==> src/sv/sobel4_pkg.sv <==
// Shared types, constants and helpers for the four-direction Sobel edge map.
// No dependencies; imported by every module of the block.
`default_nettype none

package sobel4_pkg;

  // Line store geometry and frame size limits
  localparam int MaxWidth  = 256;
  localparam int MaxHeight = 256;
  localparam int IdxW      = $clog2(MaxWidth);
  localparam int SizeW     = 9;

  // Window queue between front and back
  localparam int QDepth = 4;
  localparam int QAw    = $clog2(QDepth);
  localparam int QCw    = QAw + 1;

  // Configuration register indexes
  localparam int CfgIdxW = 2;
  localparam logic [CfgIdxW-1:0] CFG_EDGE_MODE      = 2'd0;
  localparam logic [CfgIdxW-1:0] CFG_EDGE_THRESHOLD = 2'd1;
  localparam logic [CfgIdxW-1:0] CFG_FRAME_WIDTH    = 2'd2;
  localparam logic [CfgIdxW-1:0] CFG_FRAME_HEIGHT   = 2'd3;

  // Reset values of the registers
  localparam logic [7:0]       RST_EDGE_THRESHOLD = 8'd80;
  localparam logic [SizeW-1:0] RST_FRAME_WIDTH    = 9'd188;
  localparam logic [SizeW-1:0] RST_FRAME_HEIGHT   = 9'd120;

  // Input pixel transaction
  typedef struct packed {
    logic [7:0] pixel;
    logic       frame_start;
  } pix_in_t;

  // Result transaction
  typedef struct packed {
    logic       edge_res;
    logic [7:0] row;
    logic [7:0] column;
    logic       frame_done;
  } res_out_t;

  // Register file contents
  typedef struct packed {
    logic             edge_mode;
    logic [7:0]       edge_threshold;
    logic [SizeW-1:0] frame_width;
    logic [SizeW-1:0] frame_height;
  } cfg_t;

  // Complete 3x3 window of an interior pixel; win[i] is pixel i in raster order
  typedef struct packed {
    logic [8:0][7:0] win;
    logic [7:0]      row;
    logic [7:0]      column;
    logic            frame_done;
  } win_item_t;

  // Queue status seen by the front
  typedef struct packed {
    logic [QCw-1:0] count;
    logic           nonempty;
  } q_stat_t;

  // Sum of three pixels
  function automatic logic [9:0] sum3(input logic [7:0] x, input logic [7:0] y,
                                      input logic [7:0] z);
    sum3 = 10'(x) + 10'(y) + 10'(z);
  endfunction

  // Absolute difference of two three-pixel sums
  function automatic logic [9:0] abs_diff(input logic [9:0] p, input logic [9:0] q);
    abs_diff = (p > q) ? (p - q) : (q - p);
  endfunction

endpackage

`default_nettype wire

==> src/sv/sobel4_queue.sv <==
// Short window queue that decouples the front (line stores) from the back (gradients).
// Depends on sobel4_pkg.
`default_nettype none

module sobel4_queue (
  input  logic                  clk,
  input  logic                  rst,
  input  logic                  push,
  input  sobel4_pkg::win_item_t push_item,
  input  logic                  pop,
  output sobel4_pkg::win_item_t head,
  output sobel4_pkg::q_stat_t   stat
);
  import sobel4_pkg::*;

  win_item_t        entries [QDepth];
  logic [QAw-1:0]   wr_ptr;
  logic [QAw-1:0]   rd_ptr;
  logic [QCw-1:0]   count;

  function automatic logic [QAw-1:0] ptr_inc(input logic [QAw-1:0] p);
    ptr_inc = (p == QAw'(QDepth - 1)) ? '0 : p + 1'b1;
  endfunction

  assign head          = entries[rd_ptr];
  assign stat.count    = count;
  assign stat.nonempty = (count != '0);

  // Pointers and fill level
  always_ff @(posedge clk) begin
    if (rst) begin
      wr_ptr <= '0;
      rd_ptr <= '0;
      count  <= '0;
    end else begin
      if (push) wr_ptr <= ptr_inc(wr_ptr);
      if (pop)  rd_ptr <= ptr_inc(rd_ptr);
      if (push && !pop)      count <= count + 1'b1;
      else if (!push && pop) count <= count - 1'b1;
    end
  end

  // Storage
  always_ff @(posedge clk) begin
    if (push) entries[wr_ptr] <= push_item;
  end

endmodule

`default_nettype wire

==> config.mk <==
export PLATFORM = sky130hd
export DESIGN_NAME = sobel4_queue
export DESIGN_NICKNAME = d
export VERILOG_FILES = /design/src/sv/sobel4_pkg.sv /design/src/sv/sobel4_queue.sv
export SDC_FILE = /design/constraint.sdc
export NUM_CORES = 1
export LEC_CHECK = 0
export ABC_CLOCK_PERIOD_IN_PS = 8300
export BUFFER_PORTS_ARGS = -buffer_cell sky130_fd_sc_hd__buf_2
export CAP_MARGIN = 20
export CORE_MARGIN = 1.5
export CORE_UTILIZATION = 30
export CTS_CLUSTER_DIAMETER = 30
export DETAILED_ROUTE_END_ITERATION = 6
export SLEW_MARGIN = 10
export SYNTH_ARGS = -nofsm -noshare
export SYNTH_HDL_FRONTEND = slang
export SYNTH_SLANG_ARGS = --single-unit
export TNS_END_PERCENT = 10
==> constraint.sdc <==
create_clock -name clk -period 8.3 [get_ports clk]
set_clock_uncertainty 0.15 [all_clocks]
set_input_delay 2.075 -clock clk [delete_from_list [all_inputs] [get_ports clk]]
set_output_delay 2.075 -clock clk [all_outputs]
set_load 0.005 [all_outputs]
==> run summary <==
clock sink count = 365
LEAKAGE = 0.00608 uW
status = finished, final reports clean
later-pin clock latency in the skew report = 0.59 ns
I/O Pins = 186
top cells by area in the synthesized netlist = edfxtp_1, mux4_2, dfxtp_1, ha_1, buf_2
fraction of registers with async set/reset = 0
WHS = 0.346 ns
Worst-Margin Slew = 0.868 ns
CTS tree = done
Crit path largest cell delay = 0.78 ns
largest net degree at the start of global routing = 54
Max Root-Sink Buffers = 3
Yosys reg bits = 365
via count = 6258
YS warnings = 0
cell count of the worst reg-to-reg path = 3
post-DP HPWL = 14700 um
Num CTS Buffers = 81
startpoint types = flop
Cell Pwr Density = 320 mW/mm^2
Fin. Hold Viols = 0
postcts setup bufs = 0
Unique masters post-synth = 20
Layout area overhead = 33.1%
vias in the first global route = 7089
Congestion Overflow GR = 0
drt total wl = 26700 um
final setup fails = 0
Die X-Extent = 213 um
PortBufs = 185
fin crit share = 0.595
HP Start = count[2]$_SDFFE_PP0P_
Synth Instances = 508
CTS clk-pin slew, worst paths = 0.04 ns
max-capacitance violation count = 0
Nets = 863
Net Count, Synth = 608
RSZ-0062 raised after global routing = no
Core Area = 0.0434 mm^2
DIE HEIGHT = 213 um
TNS Setup = 0 ns
Required @ worst endpoint = 6.08 ns
CTS Hold Bufs = 0
Setup CP Type = flop to primary output
Mapped Area = 0.0133 mm^2
CP top delay family = buffers and inverters
Hold Path Class = flop to flop
cell count along the critical path = 3
relative slew slack = 0.421
arrival time at the worst endpoint = 2.71 ns
Synth area leader = edfxtp_1
post-cts sizing count = 0
Diodes inserted = 0
maximum clock rate = 203 MHz
Overall Global Routing Usage = 0.120
Initial Util = 0.306
worst flop-to-flop path startpoint = wr_ptr[0]$_SDFFE_PP0P_
die area = 0.0455 mm^2
first-pass iteration count of the detailed router = 4
Worst Hold Depth = 2
worst-path fanout max = 53
Cell Rows = 76
H-Tree Depth = 3
Routed Antenna Nets = 0
number of flops mapped to enable cells by yosys = 356
syn_area_per_cell = 26.1 um^2
ratio of cells with drive above 1 in the final layout = 0.504
Fill cells = 3890
DR iter-0 viols = 317
RePlAce Congestion = 0.643
root buffer cell = clkbuf_16
sequential share of the synthesized area = 0.820
crit path buf inv count = 2
crit-path cells = buf_4 -> mux4_2 -> buf_2
first-pass GRT wire length = 40300 um
Slew Viols, Final = 0
crit end category = primary output
wire per inst = 18.9 um
critical path's slowest cell = buf_4
via density per instance = 4.43
Residual DRC = 0
initial antenna violation count = 3
prevailing post-synth register cell = edfxtp_1
Max VDD drop = 0.000153 V
Final min period = 4.94 ns
Yosys top cell area share = 0.807
-- worst register-to-register path: stages, from the launching register on --
cell	delay (ns)
dfxtp_1	0.40
ha_1	0.21
and2_4	0.58
buf_4	0.76
-- cells in the final DEF (no fill, tap or decap) --
cell        count
edfxtp_1      356
buf_2         185
mux4_2         89
clkbuf_16      81
clkinv_2       15
bufinv_16      12
clkinv_1       11
clkinvlp_4      9
nor2_1          7
clkbuf_1        7
dfxtp_1         7
buf_4           7
ha_1            6
inv_6           6
inv_1           4
and2_4          4
mux2i_1         4
clkinv_8        3
or3_1           2
xor2_1          2
a21oi_1         2
dfxtp_4         2
clkinv_4        2
inv_16          2
nor3b_1         1
o21ai_0         1
fa_1            1
clkinv_16       1
-- synthesized netlist by cell type, types with 2 or more instances --
master and number:
a21oi_1 2, and2_1 4, buf_2 9, clkbuf_1 7
dfxtp_1 9, edfxtp_1 356, ha_1 6, inv_1 4
mux2i_1 4, mux4_2 89, nor2_1 7, or3_1 2
xor2_1 2
-- routing by layer --
layer | global-route usage | up-vias | routed length, um
met5 | 0 | - | 40
met4 | 0.0525 | 6 | 502
met3 | 0.0437 | 56 | 1660
met2 | 0.193 | 178 | 13300
met1 | 0.145 | 3274 | 11200
li1 | - | 2744 | -
-- path summary, 6_finish.rpt --
path | slack, ns | to
max reg2reg | 5.73 | entries[3][83]$_DFFE_PP_
max | 3.36 | head[84]
min reg2reg | 0.35 | count[2]$_SDFFE_PP0P_
min | 0.35 | count[2]$_SDFFE_PP0P_
-- state kept, by name (all words and copies together) (netlist names), named ones only --
signal / cells
count: 3
entries: 356
rd_ptr: 2
wr_ptr: 2
-- cells by family (layout without fill, tap and decap cells) --
kind of cell    after synthesis  in the layout  share of synthesized area
flops                       365            365                      0.820
mux                          93             93                      0.154
buf+inv                      24            345                     0.0106
simple gates                 14             14                    0.00538
fa+ha+maj                     7              7                    0.00717
compound gates                3              3                    0.00113
xor+xnor                      2              2                    0.00132
-- report_power, final --
part           internal (uW)  total [uW]  switching, uW
combinational            148         303            155
clock                   2170        3190           1020
sequential              2120        2150           29.1
total                   4440        5640           1200
-- cell type report --
type                            instances  area [um^2]  share of cell area
Clock inverter                         61          733              0.0416
Clock buffer                           88         2050               0.116
Multi-Input combinational cell        119         2250               0.128
Inverter                                4         15.0            0.000851
Tap cell                              585          732              0.0415
Sequential cell                       365        10900               0.617
Timing Repair Buffer                  192          978              0.0555
-- metrics by stage --
| stage | setup WS [ns] | instances | util | cell area [um^2] | power (uW) |
|---|---|---|---|---|---|
| 2_1_floorplan | 3.55 | 508 | - | 13300 | 2340 |
| 3_3_place_gp | 3.88 | 1265 | 0.343 | 14900 | 2490 |
| 3_5_place_dp | 3.89 | 1265 | 0.343 | 14900 | 2490 |
| 4_1_cts | 3.22 | 1414 | 0.407 | 17600 | 5730 |
| 5_1_grt | 3.13 | 1414 | 0.407 | 17600 | 5850 |
| 6_report | 3.36 | 1414 | 0.407 | 17600 | 5640 |
Power figures use the tool's default switching activity.
