File: src/sv/sobel4_pkg.sv
// Shared types, constants and helpers for the four-direction Sobel edge map.
// No dependencies; imported by every module of the block.
`default_nettype none

package sobel4_pkg;

  // Line store geometry and frame size limits
  localparam int MaxWidth  = 256;
  localparam int MaxHeight = 256;
  localparam int IdxW      = $clog2(MaxWidth);
  localparam int SizeW     = 9;

  // Window queue between front and back
  localparam int QDepth = 4;
  localparam int QAw    = $clog2(QDepth);
  localparam int QCw    = QAw + 1;

  // Configuration register indexes
  localparam int CfgIdxW = 2;
  localparam logic [CfgIdxW-1:0] CFG_EDGE_MODE      = 2'd0;
  localparam logic [CfgIdxW-1:0] CFG_EDGE_THRESHOLD = 2'd1;
  localparam logic [CfgIdxW-1:0] CFG_FRAME_WIDTH    = 2'd2;
  localparam logic [CfgIdxW-1:0] CFG_FRAME_HEIGHT   = 2'd3;

  // Reset values of the registers
  localparam logic [7:0]       RST_EDGE_THRESHOLD = 8'd80;
  localparam logic [SizeW-1:0] RST_FRAME_WIDTH    = 9'd188;
  localparam logic [SizeW-1:0] RST_FRAME_HEIGHT   = 9'd120;

  // Input pixel transaction
  typedef struct packed {
    logic [7:0] pixel;
    logic       frame_start;
  } pix_in_t;

  // Result transaction
  typedef struct packed {
    logic       edge_res;
    logic [7:0] row;
    logic [7:0] column;
    logic       frame_done;
  } res_out_t;

  // Register file contents
  typedef struct packed {
    logic             edge_mode;
    logic [7:0]       edge_threshold;
    logic [SizeW-1:0] frame_width;
    logic [SizeW-1:0] frame_height;
  } cfg_t;

  // Complete 3x3 window of an interior pixel; win[i] is pixel i in raster order
  typedef struct packed {
    logic [8:0][7:0] win;
    logic [7:0]      row;
    logic [7:0]      column;
    logic            frame_done;
  } win_item_t;

  // Queue status seen by the front
  typedef struct packed {
    logic [QCw-1:0] count;
    logic           nonempty;
  } q_stat_t;

  // Sum of three pixels
  function automatic logic [9:0] sum3(input logic [7:0] x, input logic [7:0] y,
                                      input logic [7:0] z);
    sum3 = 10'(x) + 10'(y) + 10'(z);
  endfunction

  // Absolute difference of two three-pixel sums
  function automatic logic [9:0] abs_diff(input logic [9:0] p, input logic [9:0] q);
    abs_diff = (p > q) ? (p - q) : (q - p);
  endfunction

endpackage

`default_nettype wire

File: src/sv/sobel4_back.sv
// Back of the edge map: four gradients, largest magnitude, threshold decision.
// Three stages ending in the output register. Depends on sobel4_pkg.
`default_nettype none

module sobel4_back (
  input  logic                  clk,
  input  logic                  rst,
  input  sobel4_pkg::cfg_t      cfg,
  input  sobel4_pkg::q_stat_t   q_stat,
  input  sobel4_pkg::win_item_t head,
  output logic                  pop,
  output logic                  res_valid,
  input  logic                  res_stall,
  output sobel4_pkg::res_out_t  res
);
  import sobel4_pkg::*;

  logic adv;

  // Stage 1: gradient magnitudes and window sum
  logic            b1_valid;
  logic [3:0][9:0] b1_grad;
  logic [11:0]     b1_sum;
  logic [7:0]      b1_row;
  logic [7:0]      b1_col;
  logic            b1_done;

  // Stage 2: largest magnitude
  logic            b2_valid;
  logic [9:0]      b2_max;
  logic [11:0]     b2_sum;
  logic [7:0]      b2_row;
  logic [7:0]      b2_col;
  logic            b2_done;

  logic [3:0][9:0] grad;
  logic [11:0]     sum9;
  logic [9:0]      max01;
  logic [9:0]      max23;
  logic [9:0]      max_all;
  logic [13:0]     max12;
  logic            edge_dec;

  assign adv = !res_valid || !res_stall;
  assign pop = adv && q_stat.nonempty;

  // Gradients over the window a..i = win[0..8]
  always_comb begin
    grad[0] = abs_diff(sum3(head.win[2], head.win[5], head.win[8]),
                       sum3(head.win[0], head.win[3], head.win[6]));
    grad[1] = abs_diff(sum3(head.win[6], head.win[7], head.win[8]),
                       sum3(head.win[0], head.win[1], head.win[2]));
    grad[2] = abs_diff(sum3(head.win[3], head.win[7], head.win[6]),
                       sum3(head.win[1], head.win[5], head.win[2]));
    grad[3] = abs_diff(sum3(head.win[5], head.win[7], head.win[8]),
                       sum3(head.win[1], head.win[3], head.win[0]));
    sum9 = 12'(sum3(head.win[0], head.win[1], head.win[2]))
         + 12'(sum3(head.win[3], head.win[4], head.win[5]))
         + 12'(sum3(head.win[6], head.win[7], head.win[8]));
  end

  // Max tree
  always_comb begin
    max01   = (b1_grad[1] > b1_grad[0]) ? b1_grad[1] : b1_grad[0];
    max23   = (b1_grad[3] > b1_grad[2]) ? b1_grad[3] : b1_grad[2];
    max_all = (max23 > max01) ? max23 : max01;
  end

  // Decision: 12*g = 8g + 4g
  assign max12    = 14'({b2_max, 3'b000}) + 14'({b2_max, 2'b00});
  assign edge_dec = cfg.edge_mode ? (max12 > 14'(b2_sum))
                                  : (b2_max > 10'(cfg.edge_threshold));

  // Stage valids
  always_ff @(posedge clk) begin
    if (rst) begin
      b1_valid  <= 1'b0;
      b2_valid  <= 1'b0;
      res_valid <= 1'b0;
    end else if (adv) begin
      b1_valid  <= q_stat.nonempty;
      b2_valid  <= b1_valid;
      res_valid <= b2_valid;
    end
  end

  // Stage payloads
  always_ff @(posedge clk) begin
    if (adv) begin
      b1_grad        <= grad;
      b1_sum         <= sum9;
      b1_row         <= head.row;
      b1_col         <= head.column;
      b1_done        <= head.frame_done;
      b2_max         <= max_all;
      b2_sum         <= b1_sum;
      b2_row         <= b1_row;
      b2_col         <= b1_col;
      b2_done        <= b1_done;
      res.edge_res   <= edge_dec;
      res.row        <= b2_row;
      res.column     <= b2_col;
      res.frame_done <= b2_done;
    end
  end

endmodule

`default_nettype wire

File: config.mk
export PLATFORM = sky130hd
export DESIGN_NAME = sobel4_back
export DESIGN_NICKNAME = d
export VERILOG_FILES = /design/src/sv/sobel4_pkg.sv /design/src/sv/sobel4_back.sv
export SDC_FILE = /design/constraint.sdc
export NUM_CORES = 1
export LEC_CHECK = 0
export BUFFER_PORTS_ARGS = -buffer_cell sky130_fd_sc_hd__buf_2
export CORE_ASPECT_RATIO = 0.5
export CORE_UTILIZATION = 56
export CTS_BUF_LIST = sky130_fd_sc_hd__clkbuf_4 sky130_fd_sc_hd__clkbuf_8
export CTS_CLUSTER_DIAMETER = 60
export DETAILED_ROUTE_END_ITERATION = 12
export GPL_ROUTABILITY_DRIVEN = 0
export GPL_TIMING_DRIVEN = 0
export HOLD_SLACK_MARGIN = 0.08
export PLACE_DENSITY = 0.74
export SLEW_MARGIN = 20
export SYNTH_ARGS = -nofsm -noshare
export SYNTH_HDL_FRONTEND = slang
export SYNTH_SLANG_ARGS = --single-unit
File: constraint.sdc
create_clock -name clk -period 12.2 [get_ports clk]
set_clock_uncertainty 0.15 [all_clocks]
set_input_delay 2.44 -clock clk [delete_from_list [all_inputs] [get_ports clk]]
set_output_delay 2.44 -clock clk [all_outputs]
set_load 0.05 [all_outputs]
==> impl_results.md, run 1 <==
- Pre-Repair DR Iteration Count: 5
- GRT overflow: 0
- Max clock buf depth: 2
- Setup_tns: 0 ps
- Post-synth EDFFs: about 130
- HP Class: register to register
- Critical-path maximum fanout: 3
- Worst slew margin: 53.9%
- Fillers: 1783
- Syn Std Cell Area: 13500 sq um
- Register area share after synthesis: 28.4%
- Detail Route Antenna Nets: 0
- Switching power: 2250 uW
- Largest net degree at the start of global routing: between 40 and 50
- Rows: 39
- Logic pwr share: 73.0%
- First-pass GRT wire length: 51400 um
- Tcrit/Tclk final: around 60%
- # IOs: approximately 140
- Final Max Slew Viols: 0
- Status: complete, no violations
- Clock Root Buffer: clkbuf_8
- Setup crit end kind: register
- Synth Register Bits: about 130
- Clock latency on the worst-skew pair: roughly 440 ps
- CTS Buf Count: 17
- GRT met2 Usage: 43.1%
- Setup violators final: 0
- P_leak: between 0.007 and 0.008 uW
- Total global-route track usage: 26.7%
- Post-Synthesis Cells: 1280
- CTS Hold Bufs: 0
- Sequential fraction of design power: 18.9%
- Startpoint types: input pin
- Share of cells above drive strength 1: 13.1%
- Port Buffers: approximately 120
- Antenna diodes: 0
- TritonCTS clock tree: done
- Finished Layout Cells: 1742
- Final hold violations: 0
- Initial Util: 58.2%
- Worst VDD drop: between 0.00015 and 0.0002 V
- Sw Ratio: 49.2%
- Mean Syn Cell Area: ~11 sq um
- Clock net sink count: 129
- Cell area power density: 304 nW/um^2
- CP Data Arrival Time: approximately 7500 ps
- Detailed Place HPWL: 27100 um
- Mapped Nets: 1720
- Grt met3 use: 5.17%
- Postcts setup bufs: 0
- Die area: between 20000 and 25000 sq um
- Internal power: 2320 uW
- DIE HEIGHT: 112 um
- Cells after DPL: roughly 1700
- Yosys warning count: 0
- Die Span X: 222 um
- RSZ-0062 raised after global routing: no
- Least-Margin Pin Slew: between 600 and 700 ps
- Worst path max stage delay: around 550 ps
- Routed WL: 31600 um
- DR WL/cell: 18.1 um
- 1st-iter DRT viols: slightly below 600
- Clock power share: 8.1%
- Total number of vias: 9822
- DRC Markers: 0
- Initial antenna violation count: 1
- Cell variety after synth: 59
- Area delta synth->final: 10.7%
- Worst path cell trace: buf_2 -> inv_1 -> fa_1 -> inv_1 -> ha_1 -> inv_1 -> fa_1 -> nor2b_1 -> o21ai_0 -> a21boi_1 -> o21ai_0 -> nand2b_1 -> xor2_1 -> fa_1 -> inv_1 -> fa_1 -> inv_1 -> ha_1 -> or2_2 -> a21oi_1 -> a21oi_1 -> or4_1 -> nand4_1
- Critical Path Most Common Cell: inv_1
- Async set-or-reset flop fraction in the synthesized netlist: 0%
- Clk slew on worst S/H paths: 80 ps
- Max-Cap Viols: 0
- Fmax achieved: 136 MHz
- Worst-path cell with the longest stage delay: fa_1
- Vias per inst: around 5.6
- GR Layer Usage met1: 36.6%
- Worst Path Class, Setup: input pin to register
- Post-CTS Resized: 0
- Post-layout min period: around 7400 ps
- Vias in the first global route: 10100
- Most used routing layer: met2
- H-tree lvl count: 4
- Core ar.: 23300 sq um
- R2R Setup Slk: a little under 8000 ps
- NumNets Final: 1862
- Req. time, crit path: 12310 ps
- Primary FF master, synth: edfxtp_1
metrics by stage:
step / instance area (sq um) / hold WS [ps] / power (uW) / util, % / setup slack (ps)
global placement: 14500 / 251 / 3960 / 62.5 / 2790
finish: 15000 / 271 / 4560 / 64.4 / 4840
floorplan: 13500 / 250 / 3220 / - / 3780
global route: 15000 / 278 / 4960 / 64.4 / 4670
detailed placement: 14600 / 255 / 4110 / 62.7 / 4450
CTS: 15000 / 271 / 4510 / 64.4 / 4910
metal layers:
layer | vias up | share of wire (%)
met5 | - | 0
met3 | 55 | 5.7
met1 | 4729 | 48
met4 | 0 | 2.3
li1 | 4734 | -
met2 | 304 | 45
synthesized netlist by cell type, types with 5 or more instances:
cell type / instances / area (sq um)
ha_1: 213 / 2670
inv_1: 203 / 762
edfxtp_1: 126 / 3780
a21oi_1: 104 / 521
fa_1: 104 / 2080
mux2i_1: 54 / 541
xnor2_1: 54 / 473
o21ai_0: 51 / 255
nor2_1: 42 / 158
xor2_1: 39 / 342
a21o_1: 36 / 270
nand2_1: 33 / 124
nor2b_1: 32 / 200
o21bai_1: 21 / 158
nand4_1: 16 / 100
a31oi_1: 13 / 81.3
nand2b_1: 13 / 81.3
nor3_1: 13 / 65.1
o21ai_1: 13 / 65.1
buf_2: 11 / 55.1
nand3b_1: 7 / 52.6
a311oi_1: 6 / 52.6
nand3_1: 5 / 25.0
o21a_1: 5 / 37.5
o22ai_1: 5 / 31.3
critical path, delay by kind of cell:
kind                     cells  cell delay, ps
AND/OR/NAND/NOR              5            1130
XOR/XNOR                     1             210
buffers and inverters        6             440
adder cells (fa/ha/maj)      6            2330
AO/OA/AOI/OAI                5             910
final cells by class:
cell class / count / area, sq um / share of cell area [%]
Multi-Input combinational cell: 929 / 8830 / 58.9
Timing Repair Buffer: 123 / 646 / 4.31
Clock buffer: 17 / 234 / 1.56
Inverter: 203 / 762 / 5.08
Tap cell: 307 / 384 / 2.56
Clock inverter: 15 / 173 / 1.15
Sequential cell: 129 / 3840 / 25.6
Buffer: 19 / 123 / 0.818
state kept, by name, indices dropped and copies added, names as in the netlist:
signal     flops
res           18
b2_valid       1
b1_col         8
b1_row         8
b2_max        10
b1_grad       40
b2_col         8
b2_done        1
b2_sum        12
b1_done        1
b1_valid       1
b1_sum        12
res_valid      1
b2_row         8
power groups by stage:
stage	sequential, uW	clock, uW	combinational (uW)
global route	879	397	3680
CTS	863	380	3260
detailed placement	873	0	3240
floorplan	857	0	2360
global placement	865	0	3090
finish	862	370	3330
final timing paths:
kind	from	end	depth (start not counted)
worst min-delay path	b1_row[4]$_DFFE_PN_	b2_row[4]$_DFFE_PN_	0
worst max-delay path	head[66]	b1_sum[11]$_DFFE_PN_	23
worst min register to register	b1_row[4]$_DFFE_PN_	b2_row[4]$_DFFE_PN_	0
worst max register to register	b1_grad[31]$_DFFE_PN_	b2_max[0]$_DFFE_PN_	18
cells by family after synthesis:
group	Yosys count	share of synthesized area, %
xor gates and xnor gates	93	6.01
AOI/OAI and AO/OA	285	13.1
and+or+nand+nor	180	6.94
DFF	129	28.4
muxes	54	3.99
buffers and inverters	222	6.53
adders and majority gates	317	35.0
cell usage in the layout, fill, tap and decap left out, drive strengths merged, types with 8 or more instances in the layout:
cell type	count
nor3	13
fa	104
buf	142
o21ai	64
a21o	36
nand2	33
inv	210
o21bai	21
ha	213
a21oi	104
a211oi	8
a31oi	13
edfxtp	126
a311oi	8
xnor2	54
xor2	39
clkbuf	17
nand4	16
mux2i	54
nor2	43
nand2b	13
nor2b	32
Note: power is estimated with default switching activity, not from simulation.
==> run 2, diff against run 1 <==
--- a/config.mk
+++ b/config.mk
@@ -5,6 +5,7 @@
 export SDC_FILE = /design/constraint.sdc
 export NUM_CORES = 1
 export LEC_CHECK = 0
+export ABC_AREA = 1
 export BUFFER_PORTS_ARGS = -buffer_cell sky130_fd_sc_hd__buf_2
 export CORE_ASPECT_RATIO = 0.5
 export CORE_UTILIZATION = 56
@@ -14,7 +15,7 @@
 export GPL_ROUTABILITY_DRIVEN = 0
 export GPL_TIMING_DRIVEN = 0
 export HOLD_SLACK_MARGIN = 0.08
-export PLACE_DENSITY = 0.74
+export PLACE_DENSITY = 0.77
 export SLEW_MARGIN = 20
 export SYNTH_ARGS = -nofsm -noshare
 export SYNTH_HDL_FRONTEND = slang
==> constraint.sdc (replaced) <==
create_clock -name clk -period 6 [get_ports clk]
set_clock_uncertainty 0.15 [all_clocks]
set_input_delay 1.2 -clock clk [delete_from_list [all_inputs] [get_ports clk]]
set_output_delay 1.2 -clock clk [all_outputs]
set_load 0.05 [all_outputs]
==> impl_results.md, run 2 <==
- 1st-iter DRT viols: 727 (+23%)
- NumNets Final: 2280 (+22%)
- Biggest register: b1_grad
- Top cell type's share of synthesized area: 25.5% (-2.5 points)
- Rows: 41 (+5.1%)
- Core ar.: 25600 sq um (+10%)
- Initial Util: 57.9% (-0.26 points)
- Port Buffers: 121 (unchanged)
- Clock Root Buffer: clkbuf_8
- Antenna diodes: 0 (unchanged)
- Yosys warning count: 0 (unchanged)
- Total global-route track usage: 26.5% (-0.27 points)
- Pre-Repair DR Iteration Count: 5 (unchanged)
- Final hold violations: 0 (unchanged)
- Commonest non-fill, non-tap cell in the layout: nand2_1
- Req. time, crit path: 6100 ps (-6210 ps)
- Hold Crit Depth: 0 (unchanged)
- Mean Syn Cell Area: 8.76 sq um (-17%)
- Clock latency on the worst-skew pair: 450 ps (about the same)
- Area delta synth->final: 10.5%
- CTS Buf Count: 17 (unchanged)
- Largest cells by area after synthesis: edfxtp_1 25%, ha_1 18%, fa_1 14%
- Placed cell areas: 16000 sq um (+9.4%)
- Vias in the first global route: 11200 (+11%)
- Worst slew margin: 51.2% (-2.7 points)
- Startpoint types: input pin
- DRC Markers: 0 (unchanged)
- Routed WL: 34300 um (+8.5%)
- Die area: 27200 sq um (+9.6%)
- Fmax achieved: 176 MHz
- GRT overflow: 0 (unchanged)
- Setup crit end kind: register
- FF-to-FF path depth: 18 (unchanged)
- DR WL/cell: 15.6 um (-14%)
- Least-Margin Pin Slew: 723 ps (+30.9 ps)
- Die Span X: 232 um (+4.7%)
- CP Data Arrival Time: 5790 ps (-1670 ps)
- Tcrit/Tclk final: 94.8%
- Max clock buf depth: 2 (unchanged)
- Worst Path Class, Setup: input pin to register
- Total number of vias: 11600 (+18%)
- Final Max Slew Viols: 0 (unchanged)
- DIE HEIGHT: 117 um (+4.7%)
- Largest registers: b1_grad x40, res x18
- Async set-or-reset flop fraction in the synthesized netlist: 0% (unchanged)
- # IOs: 143 (unchanged)
- TritonCTS clock tree: done
- Initial antenna violation count: 0 (-1)
- Register area share after synthesis: 25.9% (-2.5 points)
- Post-Synthesis Cells: 1697 (+33%)
- First-pass GRT wire length: 55500 um (+7.8%)
- Synth area leader: edfxtp_1
- Leading post-synthesis cells by instance count: 346 x nand2_1, 286 x inv_1, 213 x ha_1
- Mapped Nets: 2137 (+24%)
- Clock net sink count: 129 (unchanged)
- Detail Route Antenna Nets: 0 (unchanged)
- Syn Std Cell Area: 14900 sq um (+9.7%)
- Top-count cell post-synth: nand2_1
- Post-layout min period: 5690 ps
- Detailed Place HPWL: 29700 um (+9.9%)
- Cells after DPL: 2164 (+27%)
- Synth Register Bits: 129 (unchanged)
- Finished Layout Cells: 2196 (+26%)
- Commonest non-fill, non-tap cells in the layout: 345 x nand2_1, 286 x inv_1, 213 x ha_1
- Largest net degree at the start of global routing: 51 (+8.5%)
- Critical-path maximum fanout: 4 (+1)
- Clk slew on worst S/H paths: 80 ps (about the same)
- Share of cells above drive strength 1: 11.8% (-1.3 points)
- Cell variety after synth: 47 (-20%)
- H-tree lvl count: 4 (unchanged)
- Post-synth EDFFs: 126 (unchanged)
- Setup violators final: 0 (unchanged)
- Design Area, Final: 16400 sq um (+9.5%)
- Vias per inst: 5.27 (-6.5%)
- Max-Cap Viols: 0 (unchanged)
- HP Class: register to register
- Status: complete, no violations
- Primary FF master, synth: edfxtp_1
- Max reg flops: 40 (unchanged)
==> run 2: changes by cell type in the layout (fill, tap and decap cells not counted), sizes merged, moves of 13 or more <==
| cell | before | now |
|---|---|---|
| xor2 | 39 | 104 |
| nor2b | 32 | 0 |
| o21ai | 64 | 47 |
| nand3 | 5 | 71 |
| a21o | 36 | 10 |
| a21oi | 104 | 136 |
| nand2 | 33 | 357 |
| mux2i | 54 | 0 |
| xnor2 | 54 | 19 |
| inv | 210 | 295 |
| nor2 | 43 | 57 |
| nand2b | 13 | 0 |
==> run 2: logic make-up after synthesis <==
logic type / synth area share, %
buf+inv: 9.09
flops: 25.9
xor+xnor: 7.25
fa+ha+maj: 31.9
compound gates: 9.83
simple gates: 16.0
==> run 2: cell type report <==
class	count	area, sq um
buffer	35	236
clock buffer	17	234
clock inverter	14	203
fill	2194	9230
inverter	291	1110
multi-input combinational	1242	9690
sequential	129	3840
tap	344	430
timing repair buffer	124	668
==> run 2: final timing paths <==
path / from / endpoint / slack (ps)
worst min register to register: b2_col[4]$_DFFE_PN_ / res[5]$_DFFE_PN_ / 270
worst min-delay path: b2_col[4]$_DFFE_PN_ / res[5]$_DFFE_PN_ / 270
worst max register to register: b1_grad[39]$_DFFE_PN_ / b2_max[8]$_DFFE_PN_ / 2510
worst max-delay path: head[66] / b1_sum[11]$_DFFE_PN_ / 310
==> run 2: worst max-delay path: stages <==
cell and delay (ps):
buf_2 140, inv_1 70, fa_1 460, inv_1 70
ha_1 190, inv_1 60, fa_1 410, o21ai_2 240
a21oi_1 100, o21bai_1 220, xor2_1 240, inv_1 110
fa_1 480, inv_1 50, fa_1 530, inv_1 70
ha_1 350, inv_1 100, nor3_2 210, nand3_1 90
o2111ai_1 110, xor2_1 270
==> run 2: stage by stage <==
stage | hold slack (ps) | setup WS, ps | setup TNS [ps] | utilization (%)
2_1_floorplan | 250 | 48.1 | 0 | -
3_5_place_dp | 255 | -429 | -1040 | 62.2
4_1_cts | 267 | 29.5 | 0 | 63.9
6_report | 265 | 311 | 0 | 64.0
3_3_place_gp | 250 | -998 | -1910 | 62.0
5_1_grt | 274 | -8.09 | -8.09 | 64.0
==> run 2: layer usage <==
layer / vias to the layer above / track usage, % / share of wire (%)
met5: - / 0 / 0
met4: 0 / 6.97 / 1.9
met3: 40 / 6.54 / 8.8
met2: 365 / 42.6 / 44
met1: 5346 / 35.9 / 46
li1: 5830 / - / -
==> run 2: repair_timing <==
item / in CTS / in global routing
endpoints found under the setup margin: 0 / 3
gates resized for setup: 0 / 4
hold buffers: 0 / 0
buffers inserted: 0 / 1
hold endpoints to repair: 0 / 0
Power of run 2 is not shown: default switching activity piles up to over one toggle a cycle in this logic, so the estimate is an artifact.
